### config.mk
export PLATFORM = sky130hd
export DESIGN_NAME = tem_front_flat
export DESIGN_NICKNAME = d
export VERILOG_FILES = /design/src/hw/rtl/tem_pkg.sv /design/src/hw/rtl/tem_sample_if.sv /design/src/hw/rtl/tem_front.sv /design/src/flat_wrapper.sv
export SDC_FILE = /design/constraint.sdc
export NUM_CORES = 1
export LEC_CHECK = 0
export ABC_AREA = 1
export BUFFER_PORTS_ARGS = -buffer_cell sky130_fd_sc_hd__buf_2
export CAP_MARGIN = 20
export CORE_MARGIN = 2
export CORE_UTILIZATION = 45
export DETAILED_ROUTE_END_ITERATION = 8
export PLACE_DENSITY = 0.75
export SLEW_MARGIN = 20
export SYNTH_ARGS = -nofsm -noshare
export SYNTH_HDL_FRONTEND = slang
export SYNTH_SLANG_ARGS = --single-unit
### constraint.sdc
create_clock -name clk -period 3.44 [get_ports clk]
set_clock_uncertainty 0.05 [all_clocks]
set_input_delay 0.688 -clock clk [delete_from_list [all_inputs] [get_ports clk]]
set_output_delay 0.688 -clock clk [all_outputs]
set_load 0.01 [all_outputs]
### src/hw/rtl/tem_pkg.sv
package tem_pkg;

    localparam int MAX_PHASES   = 3;
    localparam int INPUT_PHASES = 3;
    localparam int SAMPLE_BITS  = 16;
    localparam int TIME_BITS    = 48;
    localparam int DT_BITS      = 32;
    localparam int ENERGY_BITS  = 64;
    localparam int PC_BITS      = 2;
    localparam int PC_RESET     = 3;

    // phases that are actually carried by an item
    localparam int PHASES    = (MAX_PHASES < INPUT_PHASES) ? MAX_PHASES : INPUT_PHASES;
    localparam int CNT_BITS  = $clog2(PHASES + 1);
    localparam int IDX_BITS  = (PHASES > 1) ? $clog2(PHASES) : 1;

    localparam int PROD_BITS = 2 * SAMPLE_BITS;
    localparam int PAIR_BITS = PROD_BITS + 1;
    localparam int TERM_BITS = PAIR_BITS + DT_BITS + 1;
    localparam int SUM_BITS  = TERM_BITS + $clog2(PHASES);
    localparam int TOT_BITS  = (SUM_BITS > ENERGY_BITS) ? SUM_BITS + 1 : ENERGY_BITS + 1;

    localparam int QUEUE_DEPTH = 2;
    localparam int QPTR_BITS   = (QUEUE_DEPTH > 1) ? $clog2(QUEUE_DEPTH) : 1;
    localparam int QCNT_BITS   = $clog2(QUEUE_DEPTH + 1);

    typedef logic signed [SAMPLE_BITS-1:0] sample_t;
    typedef logic signed [PROD_BITS-1:0]   power_t;
    typedef logic [TIME_BITS-1:0]          time_t;
    typedef logic [DT_BITS-1:0]            dt_t;
    typedef logic signed [ENERGY_BITS-1:0] energy_t;
    typedef logic [PC_BITS-1:0]            phase_count_t;
    typedef logic [CNT_BITS-1:0]           phase_cnt_t;

    typedef struct packed {
        dt_t                                dt;
        logic                               first;
        phase_cnt_t                         enabled;
        logic [PHASES-1:0][SAMPLE_BITS-1:0] voltage;
        logic [PHASES-1:0][SAMPLE_BITS-1:0] current;
    } tem_job_t;

endpackage

### src/hw/rtl/tem_sample_if.sv
interface tem_sample_if
    import tem_pkg::*;
();
    logic    valid;
    logic    ready;
    time_t   timestamp_us;
    sample_t voltage_a;
    sample_t current_a;
    sample_t voltage_b;
    sample_t current_b;
    sample_t voltage_c;
    sample_t current_c;

    modport source (
        output valid, timestamp_us, voltage_a, current_a, voltage_b, current_b,
               voltage_c, current_c,
        input  ready
    );
    modport sink (
        input  valid, timestamp_us, voltage_a, current_a, voltage_b, current_b,
               voltage_c, current_c,
        output ready
    );
endinterface

### src/hw/rtl/tem_front.sv
module tem_front
    import tem_pkg::*;
(
    input  logic         clk,
    input  logic         rst_n,
    input  logic         cfg_wr_en,
    input  phase_count_t cfg_wr_data,
    tem_sample_if.sink   samples,
    output logic         push_valid,
    input  logic         push_ready,
    output tem_job_t     push_job
);

    localparam int EN_BITS = (CNT_BITS > PC_BITS) ? CNT_BITS : PC_BITS;

    phase_count_t phase_count_reg;
    time_t        prev_time_reg;
    logic         have_prev_reg;

    logic                                     accept;
    time_t                                    diff;
    logic [INPUT_PHASES-1:0][SAMPLE_BITS-1:0] v_all;
    logic [INPUT_PHASES-1:0][SAMPLE_BITS-1:0] i_all;

    assign samples.ready = push_ready;
    assign push_valid    = samples.valid;
    assign accept        = samples.valid && push_ready;

    // elapsed time wraps with the timestamp, then clamps to the dt range
    assign diff = samples.timestamp_us - prev_time_reg;

    assign v_all = {samples.voltage_c, samples.voltage_b, samples.voltage_a};
    assign i_all = {samples.current_c, samples.current_b, samples.current_a};

    always_comb
    begin
        push_job.dt      = (|diff[TIME_BITS-1:DT_BITS]) ? '1 : diff[DT_BITS-1:0];
        push_job.first   = !have_prev_reg;
        push_job.voltage = v_all[PHASES-1:0];
        push_job.current = i_all[PHASES-1:0];
        if (EN_BITS'(phase_count_reg) > EN_BITS'(PHASES))
        begin
            push_job.enabled = CNT_BITS'(PHASES);
        end
        else
        begin
            push_job.enabled = CNT_BITS'(phase_count_reg);
        end
    end

    always_ff @(posedge clk or negedge rst_n)
    begin
        if (!rst_n)
        begin
            phase_count_reg <= PC_BITS'(PC_RESET);
            prev_time_reg   <= '0;
            have_prev_reg   <= 1'b0;
        end
        else
        begin
            if (cfg_wr_en)
            begin
                phase_count_reg <= cfg_wr_data;
            end
            if (accept)
            begin
                prev_time_reg <= samples.timestamp_us;
                have_prev_reg <= 1'b1;
            end
        end
    end

endmodule

### src/flat_wrapper.sv
// flat-port wrapper written by rule: the top's interface ports become plain ports
module tem_front_flat import tem_pkg::*;
  (clk, rst_n, cfg_wr_en, cfg_wr_data, push_valid, push_ready, push_job, samples_valid, samples_timestamp_us, samples_voltage_a, samples_current_a, samples_voltage_b, samples_current_b, samples_voltage_c, samples_current_c, samples_ready);
  tem_sample_if samples_i ();
  input  logic clk;
  input  logic rst_n;
  input  logic cfg_wr_en;
  input  phase_count_t cfg_wr_data;
  output logic push_valid;
  input  logic push_ready;
  output tem_job_t push_job;
  input wire logic [$bits(samples_i.valid)-1:0] samples_valid;
  input wire logic [$bits(samples_i.timestamp_us)-1:0] samples_timestamp_us;
  input wire logic [$bits(samples_i.voltage_a)-1:0] samples_voltage_a;
  input wire logic [$bits(samples_i.current_a)-1:0] samples_current_a;
  input wire logic [$bits(samples_i.voltage_b)-1:0] samples_voltage_b;
  input wire logic [$bits(samples_i.current_b)-1:0] samples_current_b;
  input wire logic [$bits(samples_i.voltage_c)-1:0] samples_voltage_c;
  input wire logic [$bits(samples_i.current_c)-1:0] samples_current_c;
  output wire logic [$bits(samples_i.ready)-1:0] samples_ready;
  assign samples_i.valid = samples_valid;
  assign samples_i.timestamp_us = samples_timestamp_us;
  assign samples_i.voltage_a = samples_voltage_a;
  assign samples_i.current_a = samples_current_a;
  assign samples_i.voltage_b = samples_voltage_b;
  assign samples_i.current_b = samples_current_b;
  assign samples_i.voltage_c = samples_voltage_c;
  assign samples_i.current_c = samples_current_c;
  assign samples_ready = samples_i.ready;
  tem_front u_core (.clk(clk), .rst_n(rst_n), .cfg_wr_en(cfg_wr_en), .cfg_wr_data(cfg_wr_data), .samples(samples_i), .push_valid(push_valid), .push_ready(push_ready), .push_job(push_job));
endmodule
After elaboration in Yosys (flattened, before gate mapping). Cells that the tools add are included.

Add/subtract/negate cells: 1. $lt $le $gt $ge: 1. Mux-type cells: 2. Reductions and logical operators: 3.

Operator list (count): subtractor 48 bit (1); two-way mux 32 bit (1); OR reduction 16 bit (1); greater-than comparator 2 bit, second input constant (1); two-way mux 2 bit (1); logical AND 1 bit (1); logical NOT 1 bit (1).

Bits in registers: 51. Input port bits: 151. Output and inout port bits: 133. Word-level logic and storage cells: 10.

Longest topological paths before layout.
Word-level depth: 3. Depth in mapped cells: 19. Mapped depth without buffers: 18.

Worst setup path before layout. OpenSTA, ideal clock, no wires.

Path type: input port to output port. Start: in samples_timestamp_us[0]. End: out push_job[100] (netlist bit). Arrival time: 2.571 ns. Required time: 2.702 ns. Slack: 0.131 ns. Stages: 16. Path buffers: 1. Cell sequence: inv_1 -> ha_1 -> fa_1 -> nor2_1 -> o21ai_1 -> nand2_2 -> nand2_1 -> nand2_2 -> nand3_1 -> nand3_1 -> nand2_1 -> nor2_1 -> nand2_2 -> nor2_4 -> buf_6 -> nand3_1.

RTL lines: from (decl) (RTL line flat_wrapper.sv:13) `input wire logic [$bits(samples_i.timestamp_us)-1:0] samples_timestamp_us;`; to (decl) (RTL line flat_wrapper.sv:11) `output tem_job_t push_job;`.

==> results.cfg <==
[status]
status = complete, but fails checks
violations = setup timing

[worst_setup_path]
r2r-start = u_core.prev_time_reg[47]
cp-start-kind = input port
reg2reg_depth = 1
r2r_slack_ps = 2630
critPathKind = in2out
critPathArrivalTime_ps = 3080
cp_data_required_time_ps = 2700
setup.worst_path.end_class = output pin
worstPathMaxFanout = 6
startpoint = samples_timestamp_us[9]
reg2reg_to = u_core.prev_time_reg[47]

[clocking]
cts_buffers = 5
cts_root_buffer = clkbuf_16
holdBufCountCts = 0
htree_levels = 2
cts_max_path_buffers = 2
clkTransAtPathRegs_ps = 80
clk_latency_ps = 310
clock-sinks = 51
cts_tree = yes

[die]
ios = 284
core_mm2 = 0.01531
row_count = 45
fp.dieW_um = 129.5
die_area_mm2 = 0.01677
die_height_um = 129.5
start_util_pct = 46.28

[logic_synthesis]
syn_inst = 1205
syn_nets = 1404
synth_seq_cells = 51
synth_warnings = 0
ys_seq_area_share_pct = 18.04
synth_top_area_share_pct = 19.70
syn_avg_cell_area_um2 = 5.882
synth_top_cell_by_area = nand2_1
synth_cell_types = 34
syn_area_mm2 = 0.007088
synth_area_leaders = nand2_1 (20%), dfrtp_1 (17%), inv_1 (13%)

[global_route]
antenna_found_initial = 0
overflow = 0
grt_pass1_wl_mm = 34.25
grt_pass1_vias = 7157
grt_max_degree = 43
grtUsageTotal_pct = 25.88

[timing]
setup_viol_count_final = 32
timing.final.crit_share_pct = 111.0
slew-limit-headroom_pct = 53.02
fmax_ghz = 0.2619
maxSlewViolCount = 0
fin_crit_ps = 3818
hold_viol = 0
worstMarginPinSlew_ps = 704.8
rsz0062_at_grt = yes
finalWorstSetupSlack_ps = -378.1

[detailed_routing]
dr.pass1.iters = 5
wl_per_cell_um = 14.97
ant_nets = 0
wl_mm = 22.89
via_per_inst = 4.987
drt_iter0_drc = 567
vias = 7625
m1WireLength_mm = 9.655
highest_layer = met4
wl_met3_mm = 1.742
drc = 0
wl_met2_mm = 10.63

[finish]
area.growth.synth_to_final_pct = 31.56
final_net_count = 1516
n_antenna_cell = 0
largest_register_ffs = 48
drive_gt1_share_pct = 34.29
layout.cells.most_common = nand2_1
fin_area_mm2 = 0.009325
final_cell_mix = nand2_1 (325), inv_1 (232), buf_4 (114)

[power]
power_w = 0.003456
power.density_mw_per_mm2 = 370.6
p_leak_nw = 4.920
ir_worst_vdd_mv = 0.2445

[min_path]
hold_class = in2async

[flow_run]
drv_cap = 0

[placement]
gp_congestion = 0.9519
placedInstanceArea_mm2 = 0.007810
post-dp-hpwl_mm = 16.89
io_buffer_count = 91
-- per-layer routing --
layer  GRT usage [%]  vias to the layer above
met4           11.32                        0
met2           41.98                      305
li1                -                     3745
met1           34.25                     3496
met5               0                        -
met3           3.964                       79
-- how the worst max path moves through the flow --
stage | to | slack, ps | cells after the start
after floorplan | push_job[100] | 130 | 16
after CTS | push_job[108] | -260 | 21
final | push_job[108] | -380 | 19
after global routing | push_job[99] | -480 | 22
after global placement | push_job[108] | -350 | 18
after detailed placement | push_job[101] | -390 | 18
-- cells in the mapped netlist --
library cell and number:
a21o_1 1, a21oi_1 72, a31oi_1 5, and2_2 1
buf_1 5, buf_4 98, buf_6 6, clkbuf_1 5
dfrtp_1 49, dfstp_2 2, fa_1 1, ha_1 47
inv_1 241, inv_2 6, mux2_2 3, nand2_1 372
nand2_2 16, nand3_1 61, nand3_2 7, nand3b_1 2
nand3b_4 1, nand4_1 8, nor2_1 120, nor2_2 17
nor2_4 6, nor3_1 7, nor3_2 2, nor4_1 1
o21ai_0 2, o21ai_1 2, o21bai_1 7, or2_2 1
xnor2_1 23, xor2_1 8
-- metrics by stage --
step | setup slack [ps] | hold slack [ps] | util [%] | TNS (ps) | cells
after global routing | -478.3 | 417.2 | 60.89 | -13030 | 1529
final | -378.1 | 366.4 | 60.89 | -9897 | 1529
after detailed placement | -387.9 | 390.0 | 51.00 | -11360 | 1501
after floorplan | 130.7 | 342.4 | - | 0 | 1205
after global placement | -351.4 | 381.6 | 51.00 | -10900 | 1501
after CTS | -258.6 | 387.4 | 57.36 | -7444 | 1524
-- timing repair --
item	4_1_cts	5_1_grt
setup endpoints to repair	32	32
pin swaps	14	29
setup buffers	11	7
gates cloned	4	1
gates resized for setup	114	116
-- logic make-up (layout without fill, tap and decap cells) --
logic type | count (synthesis) | in the layout | synth area share (%)
adder cells (fa/ha/maj) | 48 | 48 | 8.579
XOR/XNOR | 31 | 31 | 3.831
buffers and inverters | 361 | 474 | 24.94
AND/OR/NAND/NOR | 622 | 622 | 37.48
multiplexers | 3 | 3 | 0.4766
flip-flops | 51 | 51 | 18.04
AO/OA/AOI/OAI | 89 | 89 | 6.655
-- cell type report --
cell class                 instances  area (um^2)
sequential                        51         1279
multi-input combinational        793         5051
tap                              211        264.0
inverter                         247        927.1
timing repair buffer             219         1630
clock inverter                     2        35.03
clock buffer                       6        138.9
fill                            1366         5989
-- power by group --
part	total [W]	internal, W	switching, W
Clock	0.000615	0.000363	0.000252
Sequential	0.000697	0.000673	0.0000238
Combinational	0.00214	0.000914	0.00123
Total	0.00346	0.00195	0.00151
-- critical path, cell delays in order --
cell and delay [ps]:
buf_2 120, ha_4 260, buf_4 130, nand2_4 80, nor2_4 150, nand2_1 120
nor2_1 170, nand2_1 120, nand3_2 130, nand2_2 60, nand3_1 80, nand2_2 90
nor2_4 120, nand2_2 70, nor2_4 140, buf_12 160, buf_12 130, nand3_1 90
buf_2 150
Note: power is estimated with default switching activity, not from simulation.
