==> src/hw/rtl/tem_pkg.sv <==
package tem_pkg;

    localparam int MAX_PHASES   = 3;
    localparam int INPUT_PHASES = 3;
    localparam int SAMPLE_BITS  = 16;
    localparam int TIME_BITS    = 48;
    localparam int DT_BITS      = 32;
    localparam int ENERGY_BITS  = 64;
    localparam int PC_BITS      = 2;
    localparam int PC_RESET     = 3;

    // phases that are actually carried by an item
    localparam int PHASES    = (MAX_PHASES < INPUT_PHASES) ? MAX_PHASES : INPUT_PHASES;
    localparam int CNT_BITS  = $clog2(PHASES + 1);
    localparam int IDX_BITS  = (PHASES > 1) ? $clog2(PHASES) : 1;

    localparam int PROD_BITS = 2 * SAMPLE_BITS;
    localparam int PAIR_BITS = PROD_BITS + 1;
    localparam int TERM_BITS = PAIR_BITS + DT_BITS + 1;
    localparam int SUM_BITS  = TERM_BITS + $clog2(PHASES);
    localparam int TOT_BITS  = (SUM_BITS > ENERGY_BITS) ? SUM_BITS + 1 : ENERGY_BITS + 1;

    localparam int QUEUE_DEPTH = 2;
    localparam int QPTR_BITS   = (QUEUE_DEPTH > 1) ? $clog2(QUEUE_DEPTH) : 1;
    localparam int QCNT_BITS   = $clog2(QUEUE_DEPTH + 1);

    typedef logic signed [SAMPLE_BITS-1:0] sample_t;
    typedef logic signed [PROD_BITS-1:0]   power_t;
    typedef logic [TIME_BITS-1:0]          time_t;
    typedef logic [DT_BITS-1:0]            dt_t;
    typedef logic signed [ENERGY_BITS-1:0] energy_t;
    typedef logic [PC_BITS-1:0]            phase_count_t;
    typedef logic [CNT_BITS-1:0]           phase_cnt_t;

    typedef struct packed {
        dt_t                                dt;
        logic                               first;
        phase_cnt_t                         enabled;
        logic [PHASES-1:0][SAMPLE_BITS-1:0] voltage;
        logic [PHASES-1:0][SAMPLE_BITS-1:0] current;
    } tem_job_t;

endpackage

==> src/hw/rtl/tem_queue.sv <==
module tem_queue
    import tem_pkg::*;
(
    input  logic     clk,
    input  logic     rst_n,
    input  logic     push_valid,
    output logic     push_ready,
    input  tem_job_t push_job,
    output logic     pop_valid,
    input  logic     pop_ready,
    output tem_job_t pop_job
);

    tem_job_t               entry_reg [QUEUE_DEPTH];
    logic [QPTR_BITS-1:0]   wr_ptr_reg;
    logic [QPTR_BITS-1:0]   rd_ptr_reg;
    logic [QCNT_BITS-1:0]   count_reg;

    logic [QPTR_BITS-1:0]   wr_ptr_next;
    logic [QPTR_BITS-1:0]   rd_ptr_next;
    logic [QCNT_BITS-1:0]   count_next;
    logic                   do_push;
    logic                   do_pop;

    assign push_ready = (count_reg != QCNT_BITS'(QUEUE_DEPTH));
    assign pop_valid  = (count_reg != '0);
    assign pop_job    = entry_reg[rd_ptr_reg];
    assign do_push    = push_valid && push_ready;
    assign do_pop     = pop_valid && pop_ready;

    always_comb
    begin
        wr_ptr_next = wr_ptr_reg;
        rd_ptr_next = rd_ptr_reg;
        if (do_push)
        begin
            wr_ptr_next = (wr_ptr_reg == QPTR_BITS'(QUEUE_DEPTH - 1)) ? '0
                                                                      : wr_ptr_reg + 1'b1;
        end
        if (do_pop)
        begin
            rd_ptr_next = (rd_ptr_reg == QPTR_BITS'(QUEUE_DEPTH - 1)) ? '0
                                                                      : rd_ptr_reg + 1'b1;
        end
        count_next = count_reg + QCNT_BITS'(do_push) - QCNT_BITS'(do_pop);
    end

    always_ff @(posedge clk or negedge rst_n)
    begin
        if (!rst_n)
        begin
            wr_ptr_reg <= '0;
            rd_ptr_reg <= '0;
            count_reg  <= '0;
        end
        else
        begin
            wr_ptr_reg <= wr_ptr_next;
            rd_ptr_reg <= rd_ptr_next;
            count_reg  <= count_next;
        end
    end

    always_ff @(posedge clk)
    begin
        if (do_push)
        begin
            entry_reg[wr_ptr_reg] <= push_job;
        end
    end

endmodule

==> config.mk <==
export PLATFORM = sky130hd
export DESIGN_NAME = tem_queue
export DESIGN_NICKNAME = d
export VERILOG_FILES = /design/src/hw/rtl/tem_pkg.sv /design/src/hw/rtl/tem_queue.sv
export SDC_FILE = /design/constraint.sdc
export NUM_CORES = 1
export LEC_CHECK = 0
export BUFFER_PORTS_ARGS = -buffer_cell sky130_fd_sc_hd__buf_2
export CAP_MARGIN = 15
export CORE_MARGIN = 3
export CORE_UTILIZATION = 52
export CTS_CLUSTER_DIAMETER = 60
export DETAILED_ROUTE_END_ITERATION = 8
export PLACE_DENSITY = 0.88
export SLEW_MARGIN = 20
export SYNTH_ARGS = -nofsm -noshare
export SYNTH_HDL_FRONTEND = slang
export SYNTH_SLANG_ARGS = --single-unit
==> constraint.sdc <==
create_clock -name clk -period 7.7 [get_ports clk]
set_clock_uncertainty 0.2 [all_clocks]
set_input_delay 2.31 -clock clk [delete_from_list [all_inputs] [get_ports clk]]
set_output_delay 2.31 -clock clk [all_outputs]
set_load 0.01 [all_outputs]
Word level (Yosys, flattened, before mapping)
Memories as Yosys holds them, arrays and structs flattened.
Cells that the tools add are included.
{"block": "classes", "muxes": 4, "n_eq_ne": 1, "addsub": 4, "reduce_logical": 3}
{"cell": "1-bit two-way mux", "n": 4}
{"cell": "1-bit adder (second input constant)", "n": 2}
{"cell": "2-bit by 1-bit adder with 2-bit output", "n": 1}
{"cell": "1-bit logical AND", "n": 2}
{"cell": "2-bit != test (second input constant)", "n": 1}
{"cell": "2-bit nonzero test", "n": 1}
{"cell": "2-bit by 1-bit subtractor with 2-bit output", "n": 1}
{"block": "totals", "out_inout_bits": 133, "register_bits": 4, "n_memories": 1, "mem_bits_rw": 262, "input_bits": 135, "word_cells": 16}
{"name": "entry_reg", "depth": 2, "word_bits": 131, "read_ports": 1, "rd_ports_with_merged_regs": 0, "write_ports": 1, "line_no": "tem_queue.sv:14", "text": "tem_job_t entry_reg [QUEUE_DEPTH];"}

Logic depth before layout (Yosys ltp)
Gate-level depths: netlist of the first run.
{"block": "logic_depth", "ltp_word": 4, "depth_mapped": 5, "depth_no_buf": 5}

Least setup slack after synthesis of the first run
No wires, ideal clock.
{"block": "synth_timing", "kind": "input -> register", "start": "in push_valid", "end": "mem entry_reg[0][0] (netlist name) (enable)", "path_buffers": 0, "stages": 2, "arrival_time_ns": 7.828, "slack_ns": -0.951, "required_ns": 6.878, "setup_time_ns": 0.622, "path_cell_list": "nand2_1 nor2_1"}
{"block": "synth_between", "elab_chain_cells": 3}
{"item": "from (decl)", "line_no": "tem_queue.sv:6", "text": "input logic push_valid,"}
{"item": "1-bit logical AND", "line_no": "tem_queue.sv:28", "text": "assign do_push = push_valid && push_ready;"}
{"item": "1-bit two-way mux", "line_no": "tem_queue.sv:66", "text": "if (do_push)"}
{"item": "1-bit two-way mux (implied by the code)", "line_no": "tem_queue.sv:68", "text": "entry_reg[wr_ptr_reg] <= push_job;"}
{"item": "to (decl)", "line_no": "tem_queue.sv:14"}
Every way passes these cells.

==> summary.txt, run 1 <==
Outcome
  – Status: finished, final reports clean

Timing
  – Unrepaired setup endpoints after global routing: no
  – Min Hold Slack: 0.368 ns
  – # setup viols final: 0
  – Worst slew margin: 30.0%
  – Tcrit/Tclk final: 68.2%
  – Worst-margin pin slew: 1.05 ns
  – Final hold vios: 0
  – Tmin final: 5.25 ns
  – Setup_tns: 0 ns
  – Max-slew violation count: 0
  – Fmax: around 190 MHz

Power and ir drop
  – Pwr Total: 4.79 mW
  – Leak: 4.89 nW
  – VDD IR max: ~350 uV
  – Pwr Density: 385 nW/um2

Final layout
  – Max reg flops: around 260
  – Layout Utilization: 66.1%
  – Area grow syn2layout: 24.5%
  – FILL cells: 1,208
  – Final instance area: 12,400 um2
  – Commonest non-fill, non-tap cells in the layout: buf_2, edfxtp_1, mux2_4
  – Share of cells above drive strength 1: 60.4%
  – Nets@finish: 850
  – Commonest non-fill, non-tap cell in the layout: buf_2

Clock tree
  – Hold Buf Count CTS: 0
  – # H-tree levels: 1
  – Max clock buf depth: 3
  – Root buf cell: clkbuf_16
  – Clock Pin Slew Worst Setup and Hold Paths: 0.06 ns
  – Num CTS Buffers: 26
  – Clock latency at the later pin of the worst-skew pair: 0.51 ns
  – Sink Count: 266
  – CTS tree: done
  – Post-CTS sizing: 0
  – Post-CTS Setup Inserts: 0

Floorplan
  – DIE HEIGHT: 145 um
  – IO Pins: ~270
  – Core Region: 18,800 um2
  – Die area: around 21,000 um2
  – Initial core utilization: 53.1%
  – Die width: between 100 and 150 um
  – FP Rows: 50

Route
  – DR vias: 4,977
  – Drt total wl: ~18 mm
  – DRT iter0 DRCs: ~280
  – WL per Instance: about 18 um
  – Pre-antenna DRT Iters: 4
  – Post-route ant nets: 0
  – DRC errors left: 0
  – DR vias/cell: about 5.0

Placement
  – Post-DP HPWL: approximately 12 mm
  – Cell Area, Placed: 11,600 um2
  – Routability-driven placement congestion ratio: around 0.76
  – I/O Buffers: 267

Min path
  – Hold crit path type: flop to flop

GRT
  – Initial antenna violation count: 3
  – GRT overflow: 0
  – Total track usage: 16.1%
  – Largest net degree at the start of global routing: 78
  – First-pass GRT wire length: 26.2 mm
  – Vias in the first global route: 5,132

Synth
  – Net Count, Synth: 566
  – Mean Syn Cell Area: 23.3 um2
  – Mapped Cells: 430
  – Distinct cells, synth: 20
  – Synthesized flop and latch total: 266
  – YS warnings: 0
  – Cell area after synthesis: 10,000 um2
  – Sequential area share after synthesis: about four fifths

Setup path
  – CP startpoint kind: flop
  – CP arrival: 2.74 ns
  – Worst Path Required: just over 5 ns
  – CP Class: flop to output pin
  – CP endpoint kind: output pin
  – Crit-path max FO: 72

Job
  – Max Cap Viol: 0
==> cell type report <==
cell class	count	area (um2)	share of cell area (%)
antenna	2	5.00	0.0402
timing repair buffer	271	1380	11.1
clock buffer	35	706	5.67
multi-input combinational	149	1910	15.3
clock inverter	12	156	1.26
tap	260	325	2.61
sequential	266	7970	64.0
==> report_power, final <==
part,internal [mW],total [mW],switching (mW)
Combinational,0.708,1.40,0.690
Clock,0.774,1.26,0.483
Sequential,1.98,2.14,0.155
Total,3.46,4.79,1.33
==> layer usage <==
metal / GRT usage (%) / part of all wire (%)
met4: 6.48 / 3.3
met1: 20.1 / 39
met5: 0 / 0.072
met2: 27.0 / 49
met3: 4.17 / 8.4
==> logic make-up (layout without fill, tap and decap cells) <==
family                   after synthesis  count (layout)  share of synthesized area [%]
other                                  0               2                              0
multiplexers                         131             131                           17.7
XOR/XNOR                               3               3                          0.263
buffers and inverters                 15             318                           1.41
adder cells (fa/ha/maj)                1               1                          0.125
AND/OR/NAND/NOR                       10              10                          0.488
AO/OA/AOI/OAI                          4               4                          0.313
flip-flops                           266             266                           79.6
==> worst max-delay path, stage by stage, from the launching register on <==
cell and delay, ns:
dfrtp_4 1.03, buf_12 0.50, mux2_2 0.40, buf_2 0.14
==> cells in the mapped netlist, drive strengths merged <==
| cell | number | area, um2 |
|---|---|---|
| edfxtp | 262 | 7870 |
| mux2 | 131 | 1780 |
| buf | 15 | 141 |
| dfrtp | 4 | 100 |
| nor2 | 3 | 11.3 |
| xnor2 | 3 | 26.3 |
| nand2 | 2 | 7.51 |
| a211oi | 1 | 7.51 |
| a21bo | 1 | 10.0 |
| a32oi | 1 | 8.76 |
| and3 | 1 | 6.26 |
| ha | 1 | 12.5 |
| nand2b | 1 | 6.26 |
| nand3 | 1 | 5.00 |
| nor2b | 1 | 6.26 |
| o21ai | 1 | 5.00 |
| or2 | 1 | 6.26 |
==> worst paths after layout <==
kind | slack, ns | from | to | depth (start not counted)
setup / recovery | 2.45 | rd_ptr_reg | pop_job[118] | 3
hold / removal | 0.37 | wr_ptr_reg | wr_ptr_reg | 1
setup reg to reg | 4.78 | count_reg[0] | entry_reg[1][30] | 3
hold reg to reg | 0.37 | wr_ptr_reg | wr_ptr_reg | 1
max in group asynchronous | 5.75 | rst_n | rd_ptr_reg | 1
min in group asynchronous | 1.40 | rst_n | wr_ptr_reg | 1
==> metrics by stage <==
step,std cells,setup WS [ns]
5_1_grt,995,2.37
3_3_place_gp,946,3.02
6_report,995,2.45
3_5_place_dp,946,2.95
2_1_floorplan,430,1.26
4_1_cts,993,2.45
(Power assumes the default switching activity.)
==> run 2, diff against run 1 <==
==> constraint.sdc (replaced) <==
create_clock -name clk -period 5.5 [get_ports clk]
set_clock_uncertainty 0.2 [all_clocks]
set_input_delay 1.65 -clock clk [delete_from_list [all_inputs] [get_ports clk]]
set_output_delay 1.65 -clock clk [all_outputs]
set_load 0.01 [all_outputs]
==> run 2 against run 1 <==
Core utilization rose by 0.28 points. Sequential share of layout area down 0.27 points. Global-route usage increased by 0.89 points. Register-to-register slack lost 1.5 ns. Critical endpoint is now pop_job[128].
==> summary.txt, run 2 (synthesized netlist as in run 1, its figures left out) <==
Placement
  – I/O Buffers: 267 (unchanged)
  – Routability-driven placement congestion ratio: 0.751 (-0.78%)
  – Placed Cells: 950 (+0.42%)
  – Post-DP HPWL: 13.4 mm (+9.2%)

Route
  – Pre-antenna DRT Iters: 4 (unchanged)
  – Post-route ant nets: 0 (unchanged)
  – WL per Instance: 19.0 um (+5.0%)
  – Drt total wl: 19.0 mm (+5.5%)
  – DR vias/cell: 5.06 (+1.2%)
  – DRT iter0 DRCs: 215 (-23%)
  – DRC errors left: 0 (unchanged)
  – DR vias: 5,056 (+1.6%)

Final layout
  – Layout Utilization: 66.4% (+0.28 points)
  – Post-Layout Cell Count: 999 (+0.40%)
  – Commonest non-fill, non-tap cell in the layout: buf_2
  – Max reg flops: 262 (unchanged)
  – Area grow syn2layout: 25.0%
  – Nets@finish: 855 (+0.59%)
  – Commonest non-fill, non-tap cells in the layout: buf_2, edfxtp_1, mux2_4
  – Share of cells above drive strength 1: 60.2% (-0.27 points)

Floorplan
  – Die width: 145 um (unchanged)
  – Die area: 20,900 um2 (unchanged)
  – IO Pins: 268 (unchanged)
  – Core Region: 18,800 um2 (unchanged)
  – FP Rows: 50 (unchanged)
  – DIE HEIGHT: 145 um (unchanged)
  – Initial core utilization: 53.1% (unchanged)

Setup path
  – Crit path max-delay cell type: dfrtp_4
  – Worst Path Required: 3.65 ns (-1.54 ns)
  – CP delay by family, top: flip-flops
  – CP endpoint kind: output pin
  – CP startpoint kind: flop
  – Crit path largest cell delay: 0.94 ns (-0.09 ns)
  – Critical path buffers and inverters: 2 (unchanged)
  – Crit-path max FO: 46 (-36%)
  – CP Class: flop to output pin
  – CP arrival: 2.45 ns (-0.29 ns)
  – Critical path startpoint: rd_ptr_reg
  – CP Cell Sequence: buf_4, mux2_2, buf_2
  – Critical R2R Launch: count_reg[0]

Clock tree
  – CTS tree: done
  – Clock latency at the later pin of the worst-skew pair: 0.51 ns (about the same)
  – Max clock buf depth: 3 (unchanged)
  – Num CTS Buffers: 27 (+3.8%)
  – Clock Pin Slew Worst Setup and Hold Paths: 0.06 ns (about the same)
  – Post-CTS Setup Inserts: 0 (unchanged)
  – Hold Buf Count CTS: 0 (unchanged)
  – # H-tree levels: 1 (unchanged)
  – Post-CTS sizing: 0 (unchanged)
  – Root buf cell: clkbuf_16
  – Sink Count: 266 (unchanged)

Timing
  – Final hold vios: 0 (unchanged)
  – Unrepaired setup endpoints after global routing: no
  – Fmax: around 230 MHz
  – Tcrit/Tclk final: between 70% and 80%
  – Tmin final: 4.30 ns
  – # setup viols final: 0 (unchanged)
  – Setup_tns: 0 ns (unchanged)
  – Worst-margin pin slew: 0.802 ns (-0.248 ns)
  – Worst slew margin: 46.5% (+17 points)
  – Min Hold Slack: 0.368 ns (+0.000185 ns)
  – Max-slew violation count: 0 (unchanged)

GRT
  – Total track usage: 17.0% (+0.89 points)
  – Largest net degree at the start of global routing: 65 (-17%)
  – Initial antenna violation count: 5 (+2)
  – GRT overflow: 0 (unchanged)
  – Vias in the first global route: 5,237 (+2.0%)
  – First-pass GRT wire length: 27.4 mm (+4.6%)

Power and ir drop
  – Leak: 4.91 nW (+0.45%)
  – VDD IR max: 354 uV (+1.8%)
  – Pwr Density: 540 nW/um2 (+40%)

Outcome
  – Status: finished, final reports clean

Job
  – Max Cap Viol: 0 (unchanged)

Min path
  – Hold Crit Start: wr_ptr_reg
  – Hold crit path type: flop to flop
## run 2: changes by cell type in the layout (fill, tap and decap cells not counted), sizes merged
cell / delta
buf: +4
diode: -1
clkinv: +3
clkbuf: -2
## run 2: area by class of cell
class / instances / area [um2]
Clock buffer: 33 / 698
Fill cell: 1218 / 6330
Multi-Input combinational cell: 149 / 1910
Tap cell: 260 / 325
Clock inverter: 15 / 164
Antenna cell: 1 / 2.50
Sequential cell: 266 / 7970
Timing Repair Buffer: 275 / 1430
## run 2: final timing paths
| kind | to | slack (ns) | cells after the start |
|---|---|---|---|
| max reg2reg | entry_reg[1][99] | 3.25 | 3 |
| max | pop_job[128] | 1.20 | 3 |
| max in group asynchronous | rd_ptr_reg | 4.21 | 1 |
| min reg2reg | wr_ptr_reg | 0.37 | 1 |
| min | wr_ptr_reg | 0.37 | 1 |
| min in group asynchronous | count_reg[1] | 0.74 | 1 |
## run 2: routing by layer
| layer | vias up | track usage [%] | wire length (um) |
|---|---|---|---|
| met1 | 2462 | 20.6 | 7420 |
| met5 | - | 0 | 53 |
| met3 | 50 | 5.92 | 1620 |
| met4 | 10 | 5.06 | 558 |
| li1 | 2305 | - | - |
| met2 | 229 | 28.9 | 9370 |
## run 2: power by group
part	total [mW]	switching (mW)	internal [mW]
Clock	1.77	0.687	1.08
Combinational	2.01	0.993	1.02
Sequential	2.98	0.210	2.77
## run 2: stage by stage
| step | setup slack, ns | cell area (um2) | total power, mW |
|---|---|---|---|
| finish | 1.20 | 12500 | 6.76 |
| global route | 1.10 | 12500 | 7.06 |
| CTS | 1.18 | 12500 | 6.83 |
| detailed placement | 1.74 | 11600 | 5.06 |
| global placement | 1.78 | 11600 | 4.97 |
| floorplan | 0.0944 | 10000 | 4.39 |
## run 2: worst register-to-register path: cells and delay by family (launching register included)
| family | cells | cell delay, ns |
|---|---|---|
| buffers and inverters | 1 | 0.50 |
| DFF | 1 | 0.44 |
| and+or+nand+nor | 2 | 0.73 |
